===== src/hw/rtl/afcpt_pkg.sv =====
// Package for the ADC frame channel peak tracker: types, codes and constants.
package afcpt_pkg;

  localparam int EXT_W           = 24;   // sample and min width at the ports, extrema width inside
  localparam int MAX_W           = 23;   // width of the max fields
  localparam int WORD_W          = 32;
  localparam int LEFT_W          = 14;   // payload word counter
  localparam int CHAN_W          = 8;
  localparam int FBYTES_W        = 16;
  localparam int CFG_DATA_W      = 16;
  localparam int CFG_ADDR_W      = 1;
  localparam int SAMPLE_BITS_DEF = 24;
  localparam int OUT_DATA_W      = 120;  // 118 field bits padded to whole bytes

  localparam logic [WORD_W-1:0]     MARKER_WORD      = 32'hFFFF_FFFF;
  localparam logic [CHAN_W-1:0]     CHANNEL_ID_RST   = 8'd234;
  localparam logic [FBYTES_W-1:0]   MAX_FBYTES_RST   = 16'd1500;

  localparam logic [CFG_ADDR_W-1:0] CFG_CHANNEL_ID   = 1'd0;
  localparam logic [CFG_ADDR_W-1:0] CFG_MAX_FBYTES   = 1'd1;

  localparam logic REQ_STREAM = 1'b0;
  localparam logic REQ_REPORT = 1'b1;

  localparam logic KIND_SAMPLE = 1'b0;
  localparam logic KIND_REPORT = 1'b1;

  typedef enum logic [1:0] {
    PH_HUNT    = 2'd0,
    PH_HEADER  = 2'd1,
    PH_SIZE    = 2'd2,
    PH_PAYLOAD = 2'd3
  } phase_t;

  typedef logic signed [EXT_W-1:0] ext_t;

endpackage


===== src/hw/rtl/adc_frame_channel_peak_tracker_core.sv =====
// Top level: stream deframer with max/min peak tracking for the configured channel.
//
//  channel | dir | tdata (low bit up)                                  | tuser
//  s_*     | in  | data_word[31:0]                                     | req_type
//  m_*     | out | sample, first_max, second_max, first_min,           | kind
//          |     | second_min, 2 zero pad bits                         |
//  cfg_*   | in  | index 0 channel_id, index 1 max_frame_bytes         | -
//
// One word per cycle while s_tready is high: parse and compare-update run between
// the input handshake and the result register; m_tvalid rises in the next cycle.
// s_tready is high while the result register is empty or being drained.
// A stalled result holds; requests that make no result still flow past it
// only when the register can take a new one.
// rst (synchronous) returns the parser to marker hunt, zeroes the extrema and
// loads the register defaults.
module adc_frame_channel_peak_tracker_core
  import afcpt_pkg::*;
#(
  parameter int SAMPLE_BITS = SAMPLE_BITS_DEF
) (
  input  logic                    clk,
  input  logic                    rst,
  input  logic                    s_tvalid,
  output logic                    s_tready,
  input  logic [WORD_W-1:0]       s_tdata,   // data_word[31:0]
  input  logic                    s_tuser,   // req_type
  output logic                    m_tvalid,
  input  logic                    m_tready,
  output logic [OUT_DATA_W-1:0]   m_tdata,   // sample[23:0], first_max[46:24],
                                             // second_max[69:47], first_min[93:70],
                                             // second_min[117:94], zero[119:118]
  output logic                    m_tuser,   // kind
  input  logic                    cfg_we,
  input  logic [CFG_ADDR_W-1:0]   cfg_addr,
  input  logic [CFG_DATA_W-1:0]   cfg_data
);

  logic [CHAN_W-1:0]   channel_id;
  logic [FBYTES_W-1:0] max_frame_bytes;

  phase_t              phase, phase_next;
  logic [LEFT_W-1:0]   payload_left, payload_left_next;
  ext_t                top_max, top_max_next;
  ext_t                next_max, next_max_next;
  ext_t                top_min, top_min_next;
  ext_t                next_min, next_min_next;

  logic                accept;
  logic                match;
  logic [LEFT_W-1:0]   left_dec;
  logic signed [SAMPLE_BITS-1:0] code;
  ext_t                sample_val;

  logic                res_valid;
  logic                res_kind;
  ext_t                res_sample;
  ext_t                res_top_max, res_next_max, res_top_min, res_next_min;

  logic                out_valid;
  logic                out_kind;
  ext_t                out_sample;
  logic [MAX_W-1:0]    out_first_max, out_second_max;
  ext_t                out_first_min, out_second_min;

  assign s_tready   = !out_valid || m_tready;
  assign accept     = s_tvalid && s_tready;
  assign code       = s_tdata[SAMPLE_BITS-1:0];
  assign sample_val = EXT_W'(code);
  assign match      = (s_tdata[WORD_W-1:WORD_W-CHAN_W] == channel_id);
  assign left_dec   = payload_left - LEFT_W'(1);

  // next state: parser and extrema
  always_comb begin
    phase_next        = phase;
    payload_left_next = payload_left;
    top_max_next      = top_max;
    next_max_next     = next_max;
    top_min_next      = top_min;
    next_min_next     = next_min;
    if (accept) begin
      if (s_tuser == REQ_REPORT) begin
        top_max_next  = '0;
        next_max_next = '0;
        top_min_next  = '0;
        next_min_next = '0;
      end else begin
        case (phase)
          PH_HUNT: begin
            if (s_tdata == MARKER_WORD) phase_next = PH_HEADER;
          end
          PH_HEADER: begin
            phase_next = s_tdata[WORD_W-1] ? PH_HUNT : PH_SIZE;
          end
          PH_SIZE: begin
            if (s_tdata > {{(WORD_W-FBYTES_W){1'b0}}, max_frame_bytes}) begin
              phase_next = PH_HUNT;
            end else begin
              payload_left_next = s_tdata[LEFT_W+1:2];
              phase_next = (s_tdata[LEFT_W+1:2] != '0) ? PH_PAYLOAD : PH_HUNT;
            end
          end
          PH_PAYLOAD: begin
            payload_left_next = left_dec;
            if (left_dec == '0) phase_next = PH_HUNT;
            if (match) begin
              if (sample_val > 0) begin
                if (sample_val > top_max) begin
                  next_max_next = top_max;
                  top_max_next  = sample_val;
                end else if (sample_val < top_max && sample_val > next_max) begin
                  next_max_next = sample_val;
                end
              end else if (sample_val < 0) begin
                if (sample_val < top_min) begin
                  next_min_next = top_min;
                  top_min_next  = sample_val;
                end else if (sample_val > top_min && sample_val < next_min) begin
                  next_min_next = sample_val;
                end
              end
            end
          end
          default: phase_next = PH_HUNT;
        endcase
      end
    end
  end

  // result: reports carry pre-clear values, samples the updated ones
  always_comb begin
    res_valid    = 1'b0;
    res_kind     = KIND_SAMPLE;
    res_sample   = sample_val;
    res_top_max  = top_max_next;
    res_next_max = next_max_next;
    res_top_min  = top_min_next;
    res_next_min = next_min_next;
    if (accept) begin
      if (s_tuser == REQ_REPORT) begin
        res_valid    = 1'b1;
        res_kind     = KIND_REPORT;
        res_sample   = '0;
        res_top_max  = top_max;
        res_next_max = next_max;
        res_top_min  = top_min;
        res_next_min = next_min;
      end else if (phase == PH_PAYLOAD && match) begin
        res_valid = 1'b1;
      end
    end
  end

  always_ff @(posedge clk) begin
    if (rst) begin
      channel_id      <= CHANNEL_ID_RST;
      max_frame_bytes <= MAX_FBYTES_RST;
    end else if (cfg_we) begin
      case (cfg_addr)
        CFG_CHANNEL_ID: channel_id      <= cfg_data[CHAN_W-1:0];
        CFG_MAX_FBYTES: max_frame_bytes <= cfg_data[FBYTES_W-1:0];
        default: ;
      endcase
    end
  end

  always_ff @(posedge clk) begin
    if (rst) begin
      phase        <= PH_HUNT;
      payload_left <= '0;
      top_max      <= '0;
      next_max     <= '0;
      top_min      <= '0;
      next_min     <= '0;
      out_valid    <= 1'b0;
    end else begin
      phase        <= phase_next;
      payload_left <= payload_left_next;
      top_max      <= top_max_next;
      next_max     <= next_max_next;
      top_min      <= top_min_next;
      next_min     <= next_min_next;
      if (s_tready) out_valid <= res_valid;
    end
  end

  always_ff @(posedge clk) begin
    if (s_tready && res_valid) begin
      out_kind       <= res_kind;
      out_sample     <= res_sample;
      out_first_max  <= res_top_max[MAX_W-1:0];
      out_second_max <= res_next_max[MAX_W-1:0];
      out_first_min  <= res_top_min;
      out_second_min <= res_next_min;
    end
  end

  assign m_tvalid = out_valid;
  assign m_tuser  = out_kind;
  assign m_tdata  = {2'b00, out_second_min, out_first_min, out_second_max,
                     out_first_max, out_sample};

endmodule

===== config.mk =====
export PLATFORM = sky130hd
export DESIGN_NAME = adc_frame_channel_peak_tracker_core
export DESIGN_NICKNAME = d
export VERILOG_FILES = /design/src/hw/rtl/afcpt_pkg.sv /design/src/hw/rtl/adc_frame_channel_peak_tracker_core.sv
export SDC_FILE = /design/constraint.sdc
export NUM_CORES = 1
export LEC_CHECK = 0
export ABC_CLOCK_PERIOD_IN_PS = 10900
export BUFFER_PORTS_ARGS = -buffer_cell sky130_fd_sc_hd__buf_2
export CAP_MARGIN = 20
export CORE_MARGIN = 5
export CORE_UTILIZATION = 60
export CTS_CLUSTER_SIZE = 24
export DETAILED_ROUTE_END_ITERATION = 12
export PLACE_DENSITY = 0.82
export SYNTH_ARGS = -nofsm -noshare
export SYNTH_HDL_FRONTEND = slang
export SYNTH_SLANG_ARGS = --single-unit

===== constraint.sdc =====
create_clock -name clk -period 10.9 [get_ports clk]
set_clock_uncertainty 0.1 [all_clocks]
set_input_delay 0.545 -clock clk [delete_from_list [all_inputs] [get_ports clk]]
set_output_delay 0.545 -clock clk [all_outputs]
set_load 0.1 [all_outputs]

==> impl_metrics.xml <==
<?xml version="1.0" encoding="UTF-8"?>
<metrics>
  <group name="outcome">
    <metric name="result_of_the_run" unit="">complete, no violations</metric>
  </group>
  <group name="synth">
    <metric name="yosys-top-cells-count" unit="">sky130_fd_sc_hd__a21oi_1 (139), sky130_fd_sc_hd__dfxtp_1 (137), sky130_fd_sc_hd__edfxtp_1 (119), sky130_fd_sc_hd__inv_1 (119), sky130_fd_sc_hd__ha_1 (113)</metric>
    <metric name="main_combinational_cell_family_by_area_after_synthesis" unit="">compound AO/OA/AOI/OAI gates</metric>
    <metric name="synthMostInstantiatedCell" unit="">sky130_fd_sc_hd__a21oi_1</metric>
    <metric name="yosysWarningCount" unit="">0</metric>
    <metric name="post_synth_mux_area_share" unit="%">4.66</metric>
    <metric name="ys_seq_elements" unit="">256</metric>
    <metric name="synth_area_per_cell" unit="µm²">9.68</metric>
    <metric name="synth_adder_area_share" unit="%">9.93</metric>
    <metric name="yosys.area.top_type_share" unit="%">25.1</metric>
    <metric name="ys_seq_area_share" unit="%">44.4</metric>
    <metric name="most_area_hungry_cell_type_in_the_yosys_netlist" unit="">sky130_fd_sc_hd__edfxtp_1</metric>
    <metric name="synth_compound_area_share" unit="%">22.7</metric>
    <metric name="syn_area" unit="µm²">14200</metric>
    <metric name="synth_top_cells_by_area" unit="">sky130_fd_sc_hd__edfxtp_1 (25%), sky130_fd_sc_hd__dfxtp_1 (19%), sky130_fd_sc_hd__ha_1 (9.9%), sky130_fd_sc_hd__a21oi_1 (4.9%), sky130_fd_sc_hd__a22o_1 (4.3%)</metric>
    <metric name="postSynthCellCount" unit="">1470</metric>
    <metric name="synth_simple_gate_area_share" unit="%">11.3</metric>
    <metric name="yosysUniqueCellTypes" unit="">75</metric>
    <metric name="synth-xor-area-share" unit="%">0.615</metric>
    <metric name="synth-async-reset-ratio" unit="%">0</metric>
    <metric name="synth_edf_count" unit="">119</metric>
    <metric name="post_synth_top_flop" unit="">sky130_fd_sc_hd__dfxtp_1</metric>
  </group>
  <group name="timing">
    <metric name="final_critical_path_setup_slack" unit="ps">6760</metric>
    <metric name="setup_viol" unit="">0</metric>
    <metric name="slew_violations" unit="">0</metric>
    <metric name="setup_tns" unit="ps">0</metric>
    <metric name="slew_at_the_pin_closest_to_its_max_slew_limit" unit="ps">1100</metric>
    <metric name="min_period_over_period" unit="%">38.0</metric>
    <metric name="hold_ws" unit="ps">139</metric>
    <metric name="timing.max_slew.rel_slack" unit="%">26.8</metric>
    <metric name="rsz0062_at_grt" unit="">no</metric>
    <metric name="finalHoldViolCount" unit="">0</metric>
    <metric name="fmax" unit="MHz">241</metric>
    <metric name="period_needed" unit="ps">4140</metric>
  </group>
  <group name="power_and_ir_drop">
    <metric name="clock_power_share" unit="%">39.3</metric>
    <metric name="pwr_density_cell" unit="nW/µm²">149</metric>
    <metric name="power.share.switching" unit="%">29.3</metric>
    <metric name="sequentialPowerShare" unit="%">43.6</metric>
    <metric name="p_comb_share" unit="%">17.1</metric>
    <metric name="leakage" unit="µW">0.00613</metric>
    <metric name="p_int" unit="µW">1690</metric>
    <metric name="worst_ir_drop_vdd" unit="mV">0.0886</metric>
    <metric name="p_switching" unit="µW">701</metric>
  </group>
  <group name="clocking">
    <metric name="cts_root_buf" unit="">sky130_fd_sc_hd__clkbuf_16</metric>
    <metric name="tritoncts_clock_tree" unit="">built</metric>
    <metric name="cts_buffers" unit="">25</metric>
    <metric name="worst_skew_pair.late_latency" unit="ps">530</metric>
    <metric name="cts_hold_repair.buffers" unit="">0</metric>
    <metric name="max-clock-path-buffers" unit="">3</metric>
    <metric name="postCtsResizedCells" unit="">0</metric>
    <metric name="postCtsSetupBuffers" unit="">0</metric>
    <metric name="numClockSinks" unit="">256</metric>
    <metric name="cts_htree_levels" unit="">1</metric>
    <metric name="path_clk_slew" unit="ps">60</metric>
  </group>
  <group name="critical_path">
    <metric name="critical_path.startpoint_type" unit="">flop</metric>
    <metric name="r2r_slack" unit="ps">6760</metric>
    <metric name="cp_max_fo" unit="">13</metric>
    <metric name="critPathRequiredTime" unit="ps">11110</metric>
    <metric name="crit-reg2reg-launch" unit="">top_min[23]$_SDFF_PP0_</metric>
    <metric name="crit_type" unit="">reg -&gt; reg</metric>
    <metric name="worst_ep_arrival_time" unit="ps">4350</metric>
    <metric name="setup.worst_path.start" unit="">top_min[23]$_SDFF_PP0_</metric>
    <metric name="critical_path.endpoint_type" unit="">flop</metric>
  </group>
  <group name="placed_design">
    <metric name="port-buffer-count" unit="">175</metric>
    <metric name="dpl_worst_slack" unit="ps">6440</metric>
    <metric name="placement.cell_area" unit="µm²">15200</metric>
    <metric name="post-dp-hpwl" unit="µm">26800</metric>
    <metric name="place_congestion" unit="">0.934</metric>
  </group>
  <group name="final_layout">
    <metric name="n_antenna_cell" unit="">0</metric>
    <metric name="synthToLayoutAreaGrowth" unit="%">13.0</metric>
    <metric name="drive_gt1_share" unit="%">16.1</metric>
    <metric name="nets" unit="">1752</metric>
    <metric name="layout.cell_area.non_filler" unit="µm²">16100</metric>
  </group>
  <group name="route">
    <metric name="drt_pre_antenna_iters" unit="">5</metric>
    <metric name="route.vias.total" unit="">12300</metric>
    <metric name="ant_nets" unit="">0</metric>
    <metric name="initialDrtViolationCount" unit="">1338</metric>
    <metric name="detail_route.wirelength" unit="µm">40600</metric>
    <metric name="via_per_inst" unit="">6.39</metric>
    <metric name="post_drt_wl_per_cell" unit="µm">21.1</metric>
    <metric name="route.detailed.drc" unit="">0</metric>
  </group>
  <group name="floorplan">
    <metric name="die_height" unit="µm">164</metric>
    <metric name="die_area" unit="µm²">26900</metric>
    <metric name="io_pins" unit="">178</metric>
    <metric name="die_x" unit="µm">164</metric>
    <metric name="core" unit="µm²">23400</metric>
    <metric name="num_rows" unit="">56</metric>
    <metric name="initial_core_util" unit="%">60.8</metric>
  </group>
  <group name="grt">
    <metric name="global_route.overflow_total" unit="">0</metric>
    <metric name="globalRouteTotalUtil" unit="%">29.4</metric>
    <metric name="grt_pass1_wl" unit="µm">62700</metric>
    <metric name="grt_start_max_net_pins" unit="">70</metric>
    <metric name="antenna_found_initial" unit="">1</metric>
    <metric name="grt_pass1_vias" unit="">11600</metric>
  </group>
  <group name="job">
    <metric name="maxCapViolCount" unit="">0</metric>
  </group>
  <group name="worst_hold_path">
    <metric name="worst_hold_path_type" unit="">in -&gt; reg</metric>
    <metric name="worst_hold_startpoint" unit="">cfg_data[10]</metric>
  </group>
</metrics>
==> power by group through the flow <==
stage	logic [µW]	clock network, µW	registers (µW)
6_report	409	940	1040
5_1_grt	433	984	1040
4_1_cts	404	941	1040
3_5_place_dp	401	0	1060
3_3_place_gp	393	0	1060
2_1_floorplan	157	0	1220
==> cells in the final DEF (no fill, tap or decap), types with 8 or more instances in the layout <==
| master | count |
|---|---|
| sky130_fd_sc_hd__edfxtp_1 | 119 |
| sky130_fd_sc_hd__buf_4 | 14 |
| sky130_fd_sc_hd__dfxtp_1 | 137 |
| sky130_fd_sc_hd__buf_2 | 175 |
| sky130_fd_sc_hd__mux2i_1 | 9 |
| sky130_fd_sc_hd__a211oi_1 | 10 |
| sky130_fd_sc_hd__nor2_1 | 73 |
| sky130_fd_sc_hd__and2_1 | 27 |
| sky130_fd_sc_hd__a22o_1 | 70 |
| sky130_fd_sc_hd__inv_1 | 118 |
| sky130_fd_sc_hd__o22a_1 | 25 |
| sky130_fd_sc_hd__nand4_1 | 34 |
| sky130_fd_sc_hd__clkbuf_16 | 25 |
| sky130_fd_sc_hd__nand2_1 | 106 |
| sky130_fd_sc_hd__o32ai_1 | 24 |
| sky130_fd_sc_hd__ha_1 | 113 |
| sky130_fd_sc_hd__o2bb2a_1 | 23 |
| sky130_fd_sc_hd__o21ai_1 | 36 |
| sky130_fd_sc_hd__o22ai_1 | 46 |
| sky130_fd_sc_hd__o211ai_1 | 13 |
| sky130_fd_sc_hd__mux2_4 | 14 |
| sky130_fd_sc_hd__o21ai_0 | 45 |
| sky130_fd_sc_hd__mux2_1 | 30 |
| sky130_fd_sc_hd__nor3_1 | 18 |
| sky130_fd_sc_hd__nor4_1 | 10 |
| sky130_fd_sc_hd__a21o_1 | 8 |
| sky130_fd_sc_hd__nand3_1 | 15 |
| sky130_fd_sc_hd__a21oi_1 | 139 |
==> critical path, stage by stage, from the launching register on <==
cell,delay [ps]
sky130_fd_sc_hd__dfxtp_1,360
sky130_fd_sc_hd__inv_1,100
sky130_fd_sc_hd__ha_1,390
sky130_fd_sc_hd__nand4_1,140
sky130_fd_sc_hd__or2_1,290
sky130_fd_sc_hd__nor3_1,450
sky130_fd_sc_hd__o31ai_1,240
sky130_fd_sc_hd__nand4_1,210
sky130_fd_sc_hd__nand2_1,130
sky130_fd_sc_hd__a211oi_2,800
sky130_fd_sc_hd__buf_4,350
sky130_fd_sc_hd__nor2_1,60
sky130_fd_sc_hd__a21oi_1,320
==> flip-flops by register name, indices dropped and copies added, names as in the netlist, 23 cells and up <==
register,cells
out_second_max,23
top_min,24
out_sample,24
next_min,24
next_max,24
out_first_max,23
top_max,24
out_first_min,24
out_second_min,24
==> worst paths after layout <==
kind	to	cells past startpoint
min	max_frame_bytes[10]$_SDFFE_PP1P_	3
min reg2reg	max_frame_bytes[14]$_SDFFE_PP0P_	2
max reg2reg	out_second_min[12]$_DFFE_PP_	12
max	out_second_min[12]$_DFFE_PP_	12
==> routing by layer <==
layer	up-vias	GRT usage (%)	routed length, µm
met1	5814	40.5	16800
met4	2	11.4	1590
li1	5669	-	-
met2	673	46.8	18300
met5	-	0	13
met3	118	4.44	3850
==> through the flow <==
step                      total power [µW]  instances  utilization, %
after floorplan                       1370       1471               -
after global placement                1460       1874            64.9
after detailed placement              1460       1875            64.9
after CTS                             2390       1919            68.7
after global routing                  2460       1920            68.7
final                                 2390       1920            68.7
==> area by class of cell <==
class                           count  area, µm²
Clock buffer                       31        658
Fill cell                        1858       7320
Timing Repair Buffer              191       1010
Inverter                          121        457
Sequential cell                   256       6320
Tap cell                          319        399
Clock inverter                     13        216
Multi-Input combinational cell    989       7030
==> kinds of logic after synthesis <==
logic type                 Yosys count
other                                1
and+or+nand+nor                    329
muxes                               55
xor gates and xnor gates            10
buffers and inverters              226
DFF                                256
AOI/OAI and AO/OA                  480
adders and majority gates          113
No activity file was read; power rests on OpenSTA's default activity.
